--- config.mk ---
export PLATFORM = sky130hd
export DESIGN_NAME = tsd_queue
export DESIGN_NICKNAME = d
export VERILOG_FILES = /design/src/design/tsd_pkg.sv /design/src/design/tsd_queue.sv
export SDC_FILE = /design/constraint.sdc
export NUM_CORES = 1
export LEC_CHECK = 0
export ABC_AREA = 1
export BUFFER_PORTS_ARGS = -buffer_cell sky130_fd_sc_hd__buf_2
export CAP_MARGIN = 5
export CORE_UTILIZATION = 51
export DETAILED_ROUTE_END_ITERATION = 16
export GPL_TIMING_DRIVEN = 0
export PLACE_DENSITY = 0.75
export SLEW_MARGIN = 20
export SYNTH_ARGS = -nofsm -noshare
export SYNTH_HDL_FRONTEND = slang
export SYNTH_SLANG_ARGS = --single-unit
--- constraint.sdc ---
create_clock -name i_clk -period 4 [get_ports i_clk]
set_clock_uncertainty 0.15 [all_clocks]
set_input_delay 1 -clock i_clk [delete_from_list [all_inputs] [get_ports i_clk]]
set_output_delay 1 -clock i_clk [all_outputs]
set_load 0.01 [all_outputs]
--- src/design/tsd_pkg.sv ---
// Package for the textured span drawer: payload types, codes and sizes.
`timescale 1ns / 1ps
`default_nettype none
package tsd_pkg;

    localparam logic [15:0] SCREEN_WIDTH = 16'd320;
    localparam int DEFAULT_QUEUE_DEPTH = 4;

    localparam int TEX_AW  = 12;
    localparam int CMAP_AW = 8;
    localparam int TINT_AW = 16;
    localparam int CFG_IDX_W = 2;

    // input function codes
    localparam logic [2:0] FUNC_TEX_WRITE  = 3'd0;
    localparam logic [2:0] FUNC_CMAP_WRITE = 3'd1;
    localparam logic [2:0] FUNC_TINT_WRITE = 3'd2;
    localparam logic [2:0] FUNC_SPAN_START = 3'd3;
    localparam logic [2:0] FUNC_PIXEL      = 3'd4;

    // configuration register indexes
    localparam logic [CFG_IDX_W-1:0] CFG_BLEND_MODE  = 2'd0;
    localparam logic [CFG_IDX_W-1:0] CFG_MASK_ENABLE = 2'd1;
    localparam logic [CFG_IDX_W-1:0] CFG_MASK_COLOR  = 2'd2;

    // blend modes
    localparam logic [1:0] BLEND_PLAIN   = 2'd0;
    localparam logic [1:0] BLEND_NEW_OLD = 2'd1;
    localparam logic [1:0] BLEND_OLD_NEW = 2'd2;

    typedef struct packed {
        logic [2:0]         func;
        logic [15:0]        index;
        logic [7:0]         data;
        logic signed [31:0] frac_x;
        logic signed [31:0] frac_y;
        logic signed [31:0] step_x;
        logic signed [31:0] step_y;
        logic [8:0]         x_first;
        logic [8:0]         x_last;
        logic [7:0]         row;
    } t_in_item;

    typedef struct packed {
        logic [15:0] pixel_address;
        logic [7:0]  color;
        logic        write_enable;
        logic        span_done;
    } t_out_item;

    typedef enum logic [1:0] {
        JOB_TEX   = 2'd0,
        JOB_CMAP  = 2'd1,
        JOB_TINT  = 2'd2,
        JOB_PIXEL = 2'd3
    } t_job_kind;

    typedef struct packed {
        t_job_kind         kind;
        logic [TINT_AW-1:0] waddr;
        logic [7:0]        data;
        logic [TEX_AW-1:0] tex_idx;
        logic [15:0]       pixel_address;
        logic              span_done;
    } t_job;

    typedef struct packed {
        logic                 valid;
        logic [CFG_IDX_W-1:0] index;
        logic [7:0]           data;
    } t_cfg_write;

endpackage
`default_nettype wire

--- src/design/tsd_queue.sv ---
// Job queue between the front end and the table pipeline.
`timescale 1ns / 1ps
`default_nettype none
module tsd_queue
    import tsd_pkg::*;
#(
    parameter int DEPTH = DEFAULT_QUEUE_DEPTH
) (
    input  wire logic i_clk,
    input  wire logic i_rst_n,
    input  wire logic i_push,
    input  wire t_job i_job,
    output logic      o_full,
    input  wire logic i_pop,
    output t_job      o_job,
    output logic      o_empty
);

    localparam int PTR_W = (DEPTH > 1) ? $clog2(DEPTH) : 1;
    localparam int CNT_W = $clog2(DEPTH + 1);
    localparam logic [PTR_W-1:0] LAST_PTR = PTR_W'(DEPTH - 1);
    localparam logic [CNT_W-1:0] FULL_CNT = CNT_W'(DEPTH);

    t_job             r_mem [DEPTH];
    logic [PTR_W-1:0] r_wptr, r_rptr;
    logic [CNT_W-1:0] r_count;
    logic             do_push, do_pop;

    assign o_full  = (r_count == FULL_CNT);
    assign o_empty = (r_count == '0);
    assign do_push = i_push && !o_full;
    assign do_pop  = i_pop && !o_empty;
    assign o_job   = r_mem[r_rptr];

    always_ff @(posedge i_clk) begin
        if (do_push) begin
            r_mem[r_wptr] <= i_job;
        end
    end

    always_ff @(posedge i_clk) begin
        if (!i_rst_n) begin
            r_wptr  <= '0;
            r_rptr  <= '0;
            r_count <= '0;
        end else begin
            if (do_push) begin
                r_wptr <= (r_wptr == LAST_PTR) ? '0 : r_wptr + PTR_W'(1);
            end
            if (do_pop) begin
                r_rptr <= (r_rptr == LAST_PTR) ? '0 : r_rptr + PTR_W'(1);
            end
            r_count <= r_count + CNT_W'(do_push) - CNT_W'(do_pop);
        end
    end

endmodule
`default_nettype wire

# Word level (Yosys, flattened, before mapping)
# Memory sizes are Yosys's and may differ from the RTL's. A register that Yosys moved wholly into a read port is not among the register bits.
# Index checks and enable logic that the tools add are counted.
totals:
  mem_count: 1
  in_bits: 59
  reg_bits: 7
  mem_bits_rw: 220
classes:
  n_addsub: 4
  n_reduce_logical: 5
  n_mux: 6
  n_eq_ne: 3
memory_table:
  columns: ["memory", "words", "width", "rd", "rd_clocked_by_memory_dff", "write_ports", "line", "source"]
  rows:
  - ["r_mem", 4, 55, 1, 1, 1, "tsd_queue.sv:24", "t_job r_mem [DEPTH];"]
ops:
  columns: ["cell", "count"]
  rows:
  - ["2-bit two-way mux", 4]
  - ["2-bit by 1-bit adder with 2-bit output (second input constant)", 2]
  - ["2-bit equality test (second input constant)", 2]
  - ["3-bit by 1-bit adder with 3-bit output", 1]
  - ["3-bit equality test (second input constant)", 1]
  - ["3-bit logical NOT", 1]
  - ["3-bit by 1-bit subtractor with 3-bit output", 1]
  - ["1-bit logical AND", 2]
  - ["1-bit logical NOT", 2]
  - ["1-bit two-way mux", 2]

# Depth between registers and ports, before layout
depth:
  ltp_word: 5
  mapped_depth: 11
  mapped_depth_nobuf: 11

# Worst setup path before layout
# No wires, ideal clock.
synth_timing:
  path_type: "input-to-reg"
  start: "input port i_push"
  end: "memory r_mem[0][0] (netlist name), enable pin"
  setup_time_ps: 468
  stages: 2
  setup_slack_ps: -106
  t_arrival_ps: 3488
  path_buffers: 0
  required_ps: 3382
  cell_sequence: "nand2_1 -> nor2_1"
synth_via:
  elab_chain_cells: 3
synth_rtl:
  columns: ["item", "line", "source"]
  rows:
  - ["from (decl)", "tsd_queue.sv:11", "input wire logic i_push,"]
  - ["1-bit logical AND", "tsd_queue.sv:31", "assign do_push = i_push && !o_full;"]
  - ["1-bit two-way mux", "tsd_queue.sv:36", "if (do_push) begin"]
  - ["1-bit two-way mux (implied by the code)", "tsd_queue.sv:37", "r_mem[r_wptr] <= i_job;"]
  - ["to (decl)", "tsd_queue.sv:24", null]
# No other way between the ends.

==> impl_metrics.py <==
metrics = {
    "power": {
        "power.switching_uw": 2200,
        "clkPwrFrac_pct": 28.5,
        "combinationalPowerShare_pct": 28.7,
        "power.static_leakage_uw": 0.00375,
        "powerDensity_nw_per_um2": 673,
        "switching_share_pct": 31.3,
        "sequentialPowerShare_pct": 42.9,
        "ir_drop_v": 0.000493,
        "p_int_uw": 4840,
    },
    "synth": {
        "syn_nets": 665,
        "synth_area_leaders": "edfxtp_1 (76%), nor2_1 (5.4%), o22ai_1 (4.0%)",
        "synth.avg_cell_area_sq_um": 14.4,
        "distinct_cells_synth": 20,
        "yosys_warnings": 0,
        "area_share_of_the_leading_cell_type_in_the_synthesized_netlist_pct": 76.5,
        "synth_largest_area_cell": "edfxtp_1",
        "post_synthesis_instance_total": 598,
        "yosys_register_bits": 229,
        "synth.yosys.seq_area_share_pct": 78.6,
        "mappedNetlistArea_sq_um": 8640,
    },
    "cells_and_area": {
        "layout_cells_sized_above_1_pct": 22.9,
        "seqCellArea_sq_um": 6790,
        "multiInputGateArea_sq_um": 1590,
        "filler_cell_count": 1237,
        "stdcell_area_sq_um": 10500,
        "syn_to_final_growth_pct": 21.2,
        "num-nets-final": 814,
    },
    "floorplanning": {
        "floorplan.io_pins": 116,
        "dieArea_sq_um": 17500,
        "fp.coreArea_sq_um": 16600,
        "floorplan.initialDensity_pct": 52.1,
        "placement_rows": 47,
        "die_x_microns": 132,
        "die_h_microns": 132,
    },
    "place": {
        "gpl.final_weighted_congestion": 0.726,
        "standard_cell_area_after_detailed_placement_sq_um": 9760,
        "dp_hpwl_microns": 12100,
        "numPortBuffers": 115,
        "dpl_worst_slack_ns": 0.919,
    },
    "clock_network": {
        "clock_tree.root_cell": "clkbuf_16",
        "htreeDepth": 1,
        "cts_tree": "yes",
        "cts_repair_resize_count": 0,
        "worst_setup_hold_path_clk_slew_ns": 0.06,
        "cts_made_buffers": 23,
        "post_cts_hold_buffer_count": 0,
        "cts_setup_buffers": 0,
        "numClockSinks": 229,
        "clock_latency_late_sink_ns": 0.49,
        "cts_max_path_buffers": 3,
    },
    "timing": {
        "setup_viol": 0,
        "slew_viol_final": 0,
        "peak_freq_ghz": 0.307,
        "final_setup_tns_ns": 0,
        "hold_viol_final": 0,
        "layout_worst_path_cycle_share_pct": 81.5,
        "unrepaired_setup_endpoints_after_global_routing": "no",
        "layout_min_cycle_time_ns": 3.26,
        "final_critical_path_setup_slack_ns": 0.741,
        "worst-slew-pin-transition_ns": 0.795,
        "maxSlewHeadroom_pct": 46.9,
    },
    "worst_hold_path": {
        "hold_start": "r_rptr[1]",
        "min-delay-path-class": "register to register",
        "hold_path_depth": 2,
    },
    "worst_setup_path": {
        "worst-endpoint-required_ns": 2.85,
        "crit_type": "register to output pin",
        "end_kind": "output pin",
        "critPathArrivalTime_ns": 2.11,
        "worst-path-max-fanout": 10,
        "start_kind": "register",
        "reg2regPathDepth": 6,
        "r2r_start": "r_count[1]",
    },
    "drt": {
        "dr.first_iter.drc_count": 540,
        "drt-vias-per-instance": 5.62,
        "routed_wirelength_normalized_by_instance_count_microns": 19.7,
        "detailroute.via_count": 5532,
        "finalWirelength_microns": 19400,
        "first_pass_iters": 5,
        "detail_route.drc_violations": 0,
        "postRouteAntennaNets": 0,
    },
    "global_routing": {
        "overflow": 0,
        "grt_usage_pct": 22.3,
        "wire_length_of_the_first_global_routing_pass_microns": 29800,
        "grt_pass1_vias": 5702,
        "maximum_number_of_pins_on_one_net_before_global_route_repair": 23,
        "number_of_antenna_violations_at_the_first_check_in_global_routing": 4,
    },
    "run_status": {
        "status": "complete, no violations",
    },
    "flow_run": {
        "reported_max_cap_violation_count": 0,
    },
}
[worst paths after layout]
path | slack (ns) | endpoint
worst max register to register | 1.50 | r_mem[1][18]
worst min register to register | 0.40 | r_rptr[1]
worst max-delay path | 0.74 | o_job[50]
worst min-delay path | 0.40 | r_rptr[1]
[cells by family after synthesis]
logic type | count (synthesis) | synth area share, %
AOI/OAI and AO/OA | 167 | 10.5
xor gates and xnor gates | 1 | 0.101
adders and majority gates | 8 | 1.25
buffers and inverters | 52 | 3.40
DFF | 229 | 78.6
and+or+nand+nor | 141 | 6.21
[flip-flops by register name, indices dropped and copies added, names as in the netlist, named ones only]
signal / flops
r_mem: 220
r_count: 3
r_rptr: 2
r_wptr: 2
[area by class of cell]
cell class              instances  share of cell area, %
well taps                     220                   2.63
repair buffers                124                   7.79
clock buffers                  27                   5.64
plain buffers                  35                   2.20
diodes                          4                 0.0956
clock inverters                12                   1.03
flip-flops and latches        229                   64.8
multi-input cells             317                   15.2
inverters                      17                  0.610
[synth_stat cells (all sizes together)]
master    n
o21ai   110
edfxtp  220
dfxtp     9
fa        1
buf      17
nand2    13
a21oi     2
o22ai    55
ha        7
xnor2     1
clkbuf   18
nor2    125
or2       1
nand3     1
nand3b    1
inv      17
[cell usage in the layout, fill, tap and decap left out, drive strengths merged, types with 2 or more instances in the layout]
cell type  instances
a21oi              2
diode              4
clkinv             8
o22ai             55
o21ai            110
bufinv             2
edfxtp           220
inv               18
ha                 7
buf              141
nor2             125
dfxtp              9
nand2             13
clkbuf            45
[critical path: stages (launching register included)]
cell and delay [ns]:
dfxtp_1 0.31, inv_1 0.31, clkbuf_1 0.42, o21ai_0 0.18
o22ai_1 0.22, buf_2 0.18
[routing by layer]
layer / track usage (%) / share of wire [%] / wire, microns
met1: 28.1 / 40 / 7770
met2: 38.6 / 51 / 9840
met5: 0 / 0 / 0
met4: 8.20 / 2.7 / 534
met3: 4.11 / 6.6 / 1290
[power by group through the flow]
stage | combinational [uW] | sequential (uW) | clock [uW]
floorplan | 1150 | 3070 | 0
global placement | 1850 | 3090 | 0
detailed placement | 2020 | 3070 | 0
CTS | 2030 | 3020 | 2040
global route | 2200 | 3040 | 2130
finish | 2020 | 3020 | 2000
[metrics by stage]
stage	hold WS [ns]	util (%)	std cells	power (uW)
finish	0.396	63.1	985	7040
detailed placement	0.379	58.9	942	5080
floorplan	0.333	-	598	4220
global route	0.417	63.1	984	7370
CTS	0.391	63.1	981	7080
global placement	0.358	57.2	933	4940
Note: power is estimated with default switching activity, not from simulation.
