<file path="src/design/tsd_pkg.sv">
// Package for the textured span drawer: payload types, codes and sizes.
`timescale 1ns / 1ps
`default_nettype none
package tsd_pkg;

    localparam logic [15:0] SCREEN_WIDTH = 16'd320;
    localparam int DEFAULT_QUEUE_DEPTH = 4;

    localparam int TEX_AW  = 12;
    localparam int CMAP_AW = 8;
    localparam int TINT_AW = 16;
    localparam int CFG_IDX_W = 2;

    // input function codes
    localparam logic [2:0] FUNC_TEX_WRITE  = 3'd0;
    localparam logic [2:0] FUNC_CMAP_WRITE = 3'd1;
    localparam logic [2:0] FUNC_TINT_WRITE = 3'd2;
    localparam logic [2:0] FUNC_SPAN_START = 3'd3;
    localparam logic [2:0] FUNC_PIXEL      = 3'd4;

    // configuration register indexes
    localparam logic [CFG_IDX_W-1:0] CFG_BLEND_MODE  = 2'd0;
    localparam logic [CFG_IDX_W-1:0] CFG_MASK_ENABLE = 2'd1;
    localparam logic [CFG_IDX_W-1:0] CFG_MASK_COLOR  = 2'd2;

    // blend modes
    localparam logic [1:0] BLEND_PLAIN   = 2'd0;
    localparam logic [1:0] BLEND_NEW_OLD = 2'd1;
    localparam logic [1:0] BLEND_OLD_NEW = 2'd2;

    typedef struct packed {
        logic [2:0]         func;
        logic [15:0]        index;
        logic [7:0]         data;
        logic signed [31:0] frac_x;
        logic signed [31:0] frac_y;
        logic signed [31:0] step_x;
        logic signed [31:0] step_y;
        logic [8:0]         x_first;
        logic [8:0]         x_last;
        logic [7:0]         row;
    } t_in_item;

    typedef struct packed {
        logic [15:0] pixel_address;
        logic [7:0]  color;
        logic        write_enable;
        logic        span_done;
    } t_out_item;

    typedef enum logic [1:0] {
        JOB_TEX   = 2'd0,
        JOB_CMAP  = 2'd1,
        JOB_TINT  = 2'd2,
        JOB_PIXEL = 2'd3
    } t_job_kind;

    typedef struct packed {
        t_job_kind         kind;
        logic [TINT_AW-1:0] waddr;
        logic [7:0]        data;
        logic [TEX_AW-1:0] tex_idx;
        logic [15:0]       pixel_address;
        logic              span_done;
    } t_job;

    typedef struct packed {
        logic                 valid;
        logic [CFG_IDX_W-1:0] index;
        logic [7:0]           data;
    } t_cfg_write;

endpackage
`default_nettype wire

</file>
<file path="src/design/tsd_front.sv">
// Front end: accepts items, keeps the span walker state and issues jobs.
`timescale 1ns / 1ps
`default_nettype none
module tsd_front
    import tsd_pkg::*;
(
    input  wire logic     i_clk,
    input  wire logic     i_rst_n,
    input  wire logic     i_push,
    input  wire t_in_item i_item,
    input  wire logic     i_queue_full,
    output logic          o_job_valid,
    output t_job          o_job
);

    logic [31:0] r_position, n_position;
    logic [31:0] r_step, n_step;
    logic [15:0] r_next_address, n_next_address;
    logic [8:0]  r_pixels_left, n_pixels_left;
    logic        r_span_active, n_span_active;
    logic        accept;

    assign accept = i_push && !i_queue_full;

    always_comb begin
        n_position     = r_position;
        n_step         = r_step;
        n_next_address = r_next_address;
        n_pixels_left  = r_pixels_left;
        n_span_active  = r_span_active;
        o_job_valid    = 1'b0;
        o_job.kind          = JOB_TEX;
        o_job.waddr         = i_item.index;
        o_job.data          = i_item.data;
        o_job.tex_idx       = {r_position[15:10], r_position[31:26]};
        o_job.pixel_address = r_next_address;
        o_job.span_done     = (r_pixels_left == 9'd0);
        case (i_item.func)
            FUNC_TEX_WRITE: begin
                o_job.kind  = JOB_TEX;
                o_job_valid = accept;
            end
            FUNC_CMAP_WRITE: begin
                o_job.kind  = JOB_CMAP;
                o_job_valid = accept;
            end
            FUNC_TINT_WRITE: begin
                o_job.kind  = JOB_TINT;
                o_job_valid = accept;
            end
            FUNC_SPAN_START: begin
                if (accept) begin
                    // x and y bits 21..6 side by side: y carries into x
                    n_position = {i_item.frac_x[21:6], i_item.frac_y[21:6]};
                    n_step     = {i_item.step_x[21:6], i_item.step_y[21:6]};
                    n_next_address = {8'd0, i_item.row} * SCREEN_WIDTH
                                     + {7'd0, i_item.x_first};
                    if (i_item.x_last < i_item.x_first) begin
                        n_pixels_left = 9'd0;
                        n_span_active = 1'b0;
                    end else begin
                        n_pixels_left = i_item.x_last - i_item.x_first;
                        n_span_active = 1'b1;
                    end
                end
            end
            FUNC_PIXEL: begin
                o_job.kind = JOB_PIXEL;
                if (accept && r_span_active) begin
                    o_job_valid    = 1'b1;
                    n_position     = r_position + r_step;
                    n_next_address = r_next_address + 16'd1;
                    if (r_pixels_left == 9'd0) begin
                        n_span_active = 1'b0;
                    end else begin
                        n_pixels_left = r_pixels_left - 9'd1;
                    end
                end
            end
            default: begin
                o_job_valid = 1'b0;
            end
        endcase
    end

    always_ff @(posedge i_clk) begin
        if (!i_rst_n) begin
            r_position     <= '0;
            r_step         <= '0;
            r_next_address <= '0;
            r_pixels_left  <= '0;
            r_span_active  <= 1'b0;
        end else begin
            r_position     <= n_position;
            r_step         <= n_step;
            r_next_address <= n_next_address;
            r_pixels_left  <= n_pixels_left;
            r_span_active  <= n_span_active;
        end
    end

endmodule
`default_nettype wire

</file>
<file path="config.mk">
export PLATFORM = sky130hd
export DESIGN_NAME = tsd_front
export DESIGN_NICKNAME = d
export VERILOG_FILES = /design/src/design/tsd_pkg.sv /design/src/design/tsd_front.sv
export SDC_FILE = /design/constraint.sdc
export NUM_CORES = 1
export LEC_CHECK = 0
export BUFFER_PORTS_ARGS = -buffer_cell sky130_fd_sc_hd__buf_2
export CAP_MARGIN = 20
export CELL_PAD_IN_SITES_DETAIL_PLACEMENT = 0
export CELL_PAD_IN_SITES_GLOBAL_PLACEMENT = 1
export CORE_ASPECT_RATIO = 0.7
export CORE_MARGIN = 2
export CORE_UTILIZATION = 35
export DETAILED_ROUTE_END_ITERATION = 16
export PLACE_DENSITY = 0.79
export SETUP_SLACK_MARGIN = 0.15
export SYNTH_ARGS = -nofsm -noshare
export SYNTH_HDL_FRONTEND = slang
export SYNTH_SLANG_ARGS = --single-unit
</file>
<file path="constraint.sdc">
create_clock -name i_clk -period 7.84 [get_ports i_clk]
set_input_delay 0 -clock i_clk [delete_from_list [all_inputs] [get_ports i_clk]]
set_output_delay 0 -clock i_clk [all_outputs]
set_load 0.01 [all_outputs]
</file>
After elaboration in Yosys (flattened, before gate mapping):

Cells that the tools add are included.

* flip-flop bits (word level): 90
* logic and storage cells: 50

* $add $sub $neg: 5
* multipliers: 1
* order comparisons: 1
* equal/unequal tests: 8
* multiplexer cells: 19
* reductions and logical operators: 11

Operators with widths (count)
* 32-bit 2-to-1 mux: 2
* 32-bit case mux with 2 select lines: 1
* 9-bit 2-to-1 mux: 4
* 32-bit adder: 1
* 16-bit 2-to-1 mux: 2
* 16-bit case mux with 2 select lines: 1
* 9-bit case mux with 2 select lines: 1
* 16-bit by 1-bit adder with 16-bit output (second input constant): 1
* 16-bit by 9-bit adder with 16-bit output: 1
* 8-bit by 3-bit multiplier with 10-bit output (second input constant): 1
* 9-bit zero test: 1
* 9-bit less-than comparator: 1
* 9-bit by 1-bit subtractor with 9-bit output (second input constant): 1
* 9-bit subtractor: 1
* 2-bit inequality test (second input constant): 4
* 4-bit AND reduction: 2
* 3-bit by 2-bit equality test with 1-bit output (second input constant): 2
* 2-bit case mux with 3 select lines: 1
* 1-bit 2-to-1 mux: 5
* 1-bit case mux with 2 select lines: 2
* 3-bit by 1-bit equality test with 1-bit output (second input constant): 1
* 3-bit equality test (second input constant): 1
* 3-bit zero test: 1
* 3-bit AND reduction: 1
* 5 further kinds: 6

Logic depth before layout (Yosys ltp):

* word-level depth: 5
* gate-level depth with buffers: 13
* mapped depth without buffers: 13

Least setup slack after synthesis:

OpenSTA, ideal clock, no wires.

* path kind: register to register
* from: register r_position[0]
* to: register r_position[30]
* library setup time: 0.103 ns
* arrival: 2.477 ns
* setup slack: 5.260 ns
* cell stages (with the launch flop): 13
* buffers on the path: 0
* period minus slack after synthesis: 2.580 ns
* cell sequence: dfxtp_1 > ha_1 > inv_1 > fa_1 > and2b_2 > o2111ai_2 > a21oi_2 > o21ai_2 > o31ai_4 > a31oi_2 > o21ai_2 > xnor2_1 > a2111oi_2

* word-level cells in the longest chain between the ends: 3

RTL lines
* start, declared: line tsd_front.sv:16 `logic [31:0] r_position, n_position;`
* start signal, assigned: line tsd_front.sv:94 `r_position <= n_position;`
* 32-bit adder: line tsd_front.sv:71 `n_position = r_position + r_step;`
* 32-bit 2-to-1 mux: line tsd_front.sv:69 `if (accept && r_span_active) begin`
* 32-bit case mux with 2 select lines: line tsd_front.sv:38 `case (i_item.func)`

Every way passes these cells. The select of a mux whose other input is x is not followed.
A chain may end at the register's enable or synchronous reset.

Worst setup path in the final report:

* from: input port i_item[178] (netlist name)
* to: register r_step[25]

* word-level cells in the longest chain between the ends: 2

RTL lines
* start, declared: line tsd_front.sv:10 `input wire t_in_item i_item,`
* 3-bit by 2-bit equality test with 1-bit output: line tsd_front.sv:38
* 2-bit AND reduction (no source line)
* end signal, assigned: line tsd_front.sv:95 `r_step <= n_step;`
* end, declared: line tsd_front.sv:17 `logic [31:0] r_step, n_step;`

Every way passes these cells.

==> impl_metrics.json <==
{
  "r2r_end": "r_position[30]$_SDFFE_PN0P_",
  "clockPowerShare": 0.382,
  "grt_pass1_wl_um": 31020,
  "status": "finished clean",
  "wl_per_cell_um": 15.25,
  "clk_pin_slew_ns": 0.07,
  "ys_warn_count": 0,
  "grt_use_total": 0.1927,
  "synth_flop_cell": "dfxtp_1",
  "dr.pass1.iters": 5,
  "tns_ns": 0,
  "clk_latency_ns": 0.35,
  "synth_cell_types": 70,
  "vias": 6320,
  "syn_inst": 877,
  "seq_power_share": 0.432,
  "grt_max_degree": 67,
  "cts_tree": "done",
  "cts_max_path_buffers": 2,
  "finClkSkew_ns": 0.006255,
  "nFillCells": 1894,
  "std_cell_rows": 41,
  "core_um2": 18260,
  "cap_violations": 0,
  "switching_share": 0.2814,
  "fin_crit_sh": 0.3937,
  "setup-violations-final": 0,
  "syn2layout_area_growth_pct": 22.01,
  "die_w_um": 168.1,
  "io_buffer_count": 128,
  "cts_inserted_buffers": 9,
  "ir_drop_mv": 0.07294,
  "critPathKind": "in -> reg",
  "end_kind": "flop",
  "hpwlAfterDp_um": 13210,
  "syn_area_um2": 6601,
  "diodes": 0,
  "switchingPower_uw": 306.9,
  "ff2ff_setup_slack_ns": 4.89,
  "cts_root_buf": "clkbuf_16",
  "place_congestion": 0.7948,
  "rsz0062_at_grt": "no",
  "intPower_uw": 783.5,
  "power_mw": 1.090,
  "clock.fmax_mhz": 324.0,
  "cts_hold_buf": 60,
  "num_io_pins": 241,
  "multi_input_area_um2": 4258,
  "grt_pass1_vias": 5924,
  "r2r-start": "r_step[0]$_SDFFE_PN0P_",
  "drc_errors": 0,
  "power_leakage_nw": 3.462,
  "utilization": 0.4410,
  "ys_seq_elements": 90,
  "worstPathArrival_ns": 3.36,
  "layout.nets": 1252,
  "powerDensity_nw_per_um2": 135.4,
  "mostFrequentLayoutCells": "nand2_1 (143), buf_2 (128), a21oi_1 (116)",
  "grt_antenna_before_repair": 0,
  "relSlewSlack": 0.4348,
  "cp.required_ns": 8.12,
  "postCtsResizedCells": 0,
  "synth_nets": 1123,
  "cts_max_level": 3,
  "hold_path_end": "o_job[44]",
  "period_minus_slack_ns": 3.086,
  "hold-path-cell-count": 0,
  "slew_viol_final": 0,
  "dieArea_um2": 19990,
  "syn_area_per_cell_um2": 7.527,
  "worstHoldStart": "i_item[169]",
  "async_flop_share": 0,
  "first_iter_violations": 375,
  "wl_um": 19010,
  "synth_edf_count": 0,
  "startpoint_type": "input port",
  "r2r_cells": 12,
  "clkSinkCount": 90,
  "vias_per_cell": 5.068,
  "hold_viol": 0,
  "worst-path-max-fanout": 55,
  "ff_latch_area_um2": 1802,
  "final_common_cell": "nand2_1",
  "start_util": 0.3615,
  "tightest_slew_ns": 0.8478,
  "cts_setup_buffers": 0,
  "synth_seq_area_share": 0.2729,
  "die_h_um": 118.9,
  "ant_nets": 0,
  "hold_path_class": "in -> out",
  "drive_gt1_frac": 0.1741,
  "p_comb_frac": 0.186,
  "grt-ovfl-total": 0
}
==> cell families after synthesis <==
kind of cell / count (synthesis) / share of synthesized area
AOI/OAI and AO/OA: 272 / 0.2595
muxes: 1 / 0.001516
and+or+nand+nor: 300 / 0.2034
DFF: 90 / 0.2729
xor gates and xnor gates: 44 / 0.05838
adders and majority gates: 61 / 0.1202
buffers and inverters: 109 / 0.08415
==> metal layers <==
metal,global-route usage,share of wire
met1,0.3028,0.56
met3,0.03622,0.049
met4,0.03502,0.0073
met5,0,0
met2,0.2704,0.39
==> worst max-delay path by stage <==
stage	endpoint	start	slack, ns
2_1_floorplan	r_position[30]$_SDFFE_PN0P_	r_position[0]$_SDFFE_PN0P_	5.26
3_3_place_gp	r_step[25]$_SDFFE_PN0P_	i_item[178]	4.42
3_5_place_dp	r_step[25]$_SDFFE_PN0P_	i_item[178]	4.42
4_1_cts	r_step[25]$_SDFFE_PN0P_	i_item[178]	4.80
5_1_grt	r_step[25]$_SDFFE_PN0P_	i_item[178]	4.47
6_report	r_step[25]$_SDFFE_PN0P_	i_item[178]	4.75
==> state kept, by name, indices dropped and copies added, names as in the netlist <==
| name | count |
|---|---|
| r_next_address | 16 |
| r_pixels_left | 9 |
| r_position | 32 |
| r_span_active | 1 |
| r_step | 32 |
==> synthesized netlist by cell type, drive strengths merged (2+ instances only) <==
library cell,count,share of area
a211o,2,0.0027
dfxtp,90,0.27
ha,57,0.11
a211oi,8,0.0099
nor2b,8,0.0076
nand2,144,0.082
nor4b,2,0.0027
xnor2,31,0.041
o221a,2,0.0034
inv,31,0.018
and2,4,0.0038
a31oi,8,0.0085
nand2b,5,0.0047
nor3,13,0.0099
o221ai,3,0.0040
o311a,2,0.0030
nand3,17,0.013
nand4,6,0.0057
o21a,7,0.0080
or2,2,0.0019
a21o,15,0.017
and4b,2,0.0030
a21boi,2,0.0028
o211ai,5,0.0057
a21oi,119,0.093
xor2,13,0.017
a311oi,12,0.016
buf,47,0.049
nor4,3,0.0051
a22oi,4,0.0045
nor3b,2,0.0023
a2111oi,2,0.0036
fa,4,0.012
and3,9,0.0085
clkbuf,31,0.018
o21ai,61,0.048
or3,3,0.0028
nor2,73,0.042
a221oi,5,0.0066
or4,2,0.0028
o21bai,6,0.0074
and2b,2,0.0025
==> through the flow <==
| step | cell area [µm²] | worst slack, ns | hold slack, ns | cells |
|---|---|---|---|---|
| 2_1_floorplan | 6601 | 5.260 | 0.04753 | 877 |
| 3_3_place_gp | 7172 | 4.425 | 0.00006862 | 1171 |
| 3_5_place_dp | 7172 | 4.418 | 0.00006862 | 1171 |
| 4_1_cts | 8054 | 4.795 | 0.00006862 | 1247 |
| 5_1_grt | 8054 | 4.475 | 0.00003001 | 1247 |
| 6_report | 8054 | 4.754 | 0.000003893 | 1247 |
==> worst max-delay path: stages <==
cell and delay (ns):
buf_2 0.13, nor2_1 0.20, and2_2 0.17, buf_4 0.54
a21oi_1 0.23, or2_1 0.57, buf_4 0.39, nor2_2 0.40
buf_4 0.41, nand2_1 0.16, a21oi_1 0.15
==> area by class of cell <==
class                           instances  area share
Clock buffer                           10     0.02967
Timing Repair Buffer                  196      0.1616
Tap cell                              236     0.03666
Sequential cell                        90      0.2237
Clock inverter                          6    0.005282
Inverter                               31     0.01445
Multi-Input combinational cell        678      0.5287
==> power by group through the flow <==
stage | combinational [mW] | clock (mW) | sequential, mW
after floorplan | 0.130 | 0 | 0.480
after global placement | 0.177 | 0 | 0.481
after detailed placement | 0.178 | 0 | 0.481
after CTS | 0.202 | 0.429 | 0.470
after global routing | 0.227 | 0.443 | 0.471
final | 0.203 | 0.417 | 0.471
Power figures use the tool's default switching activity.
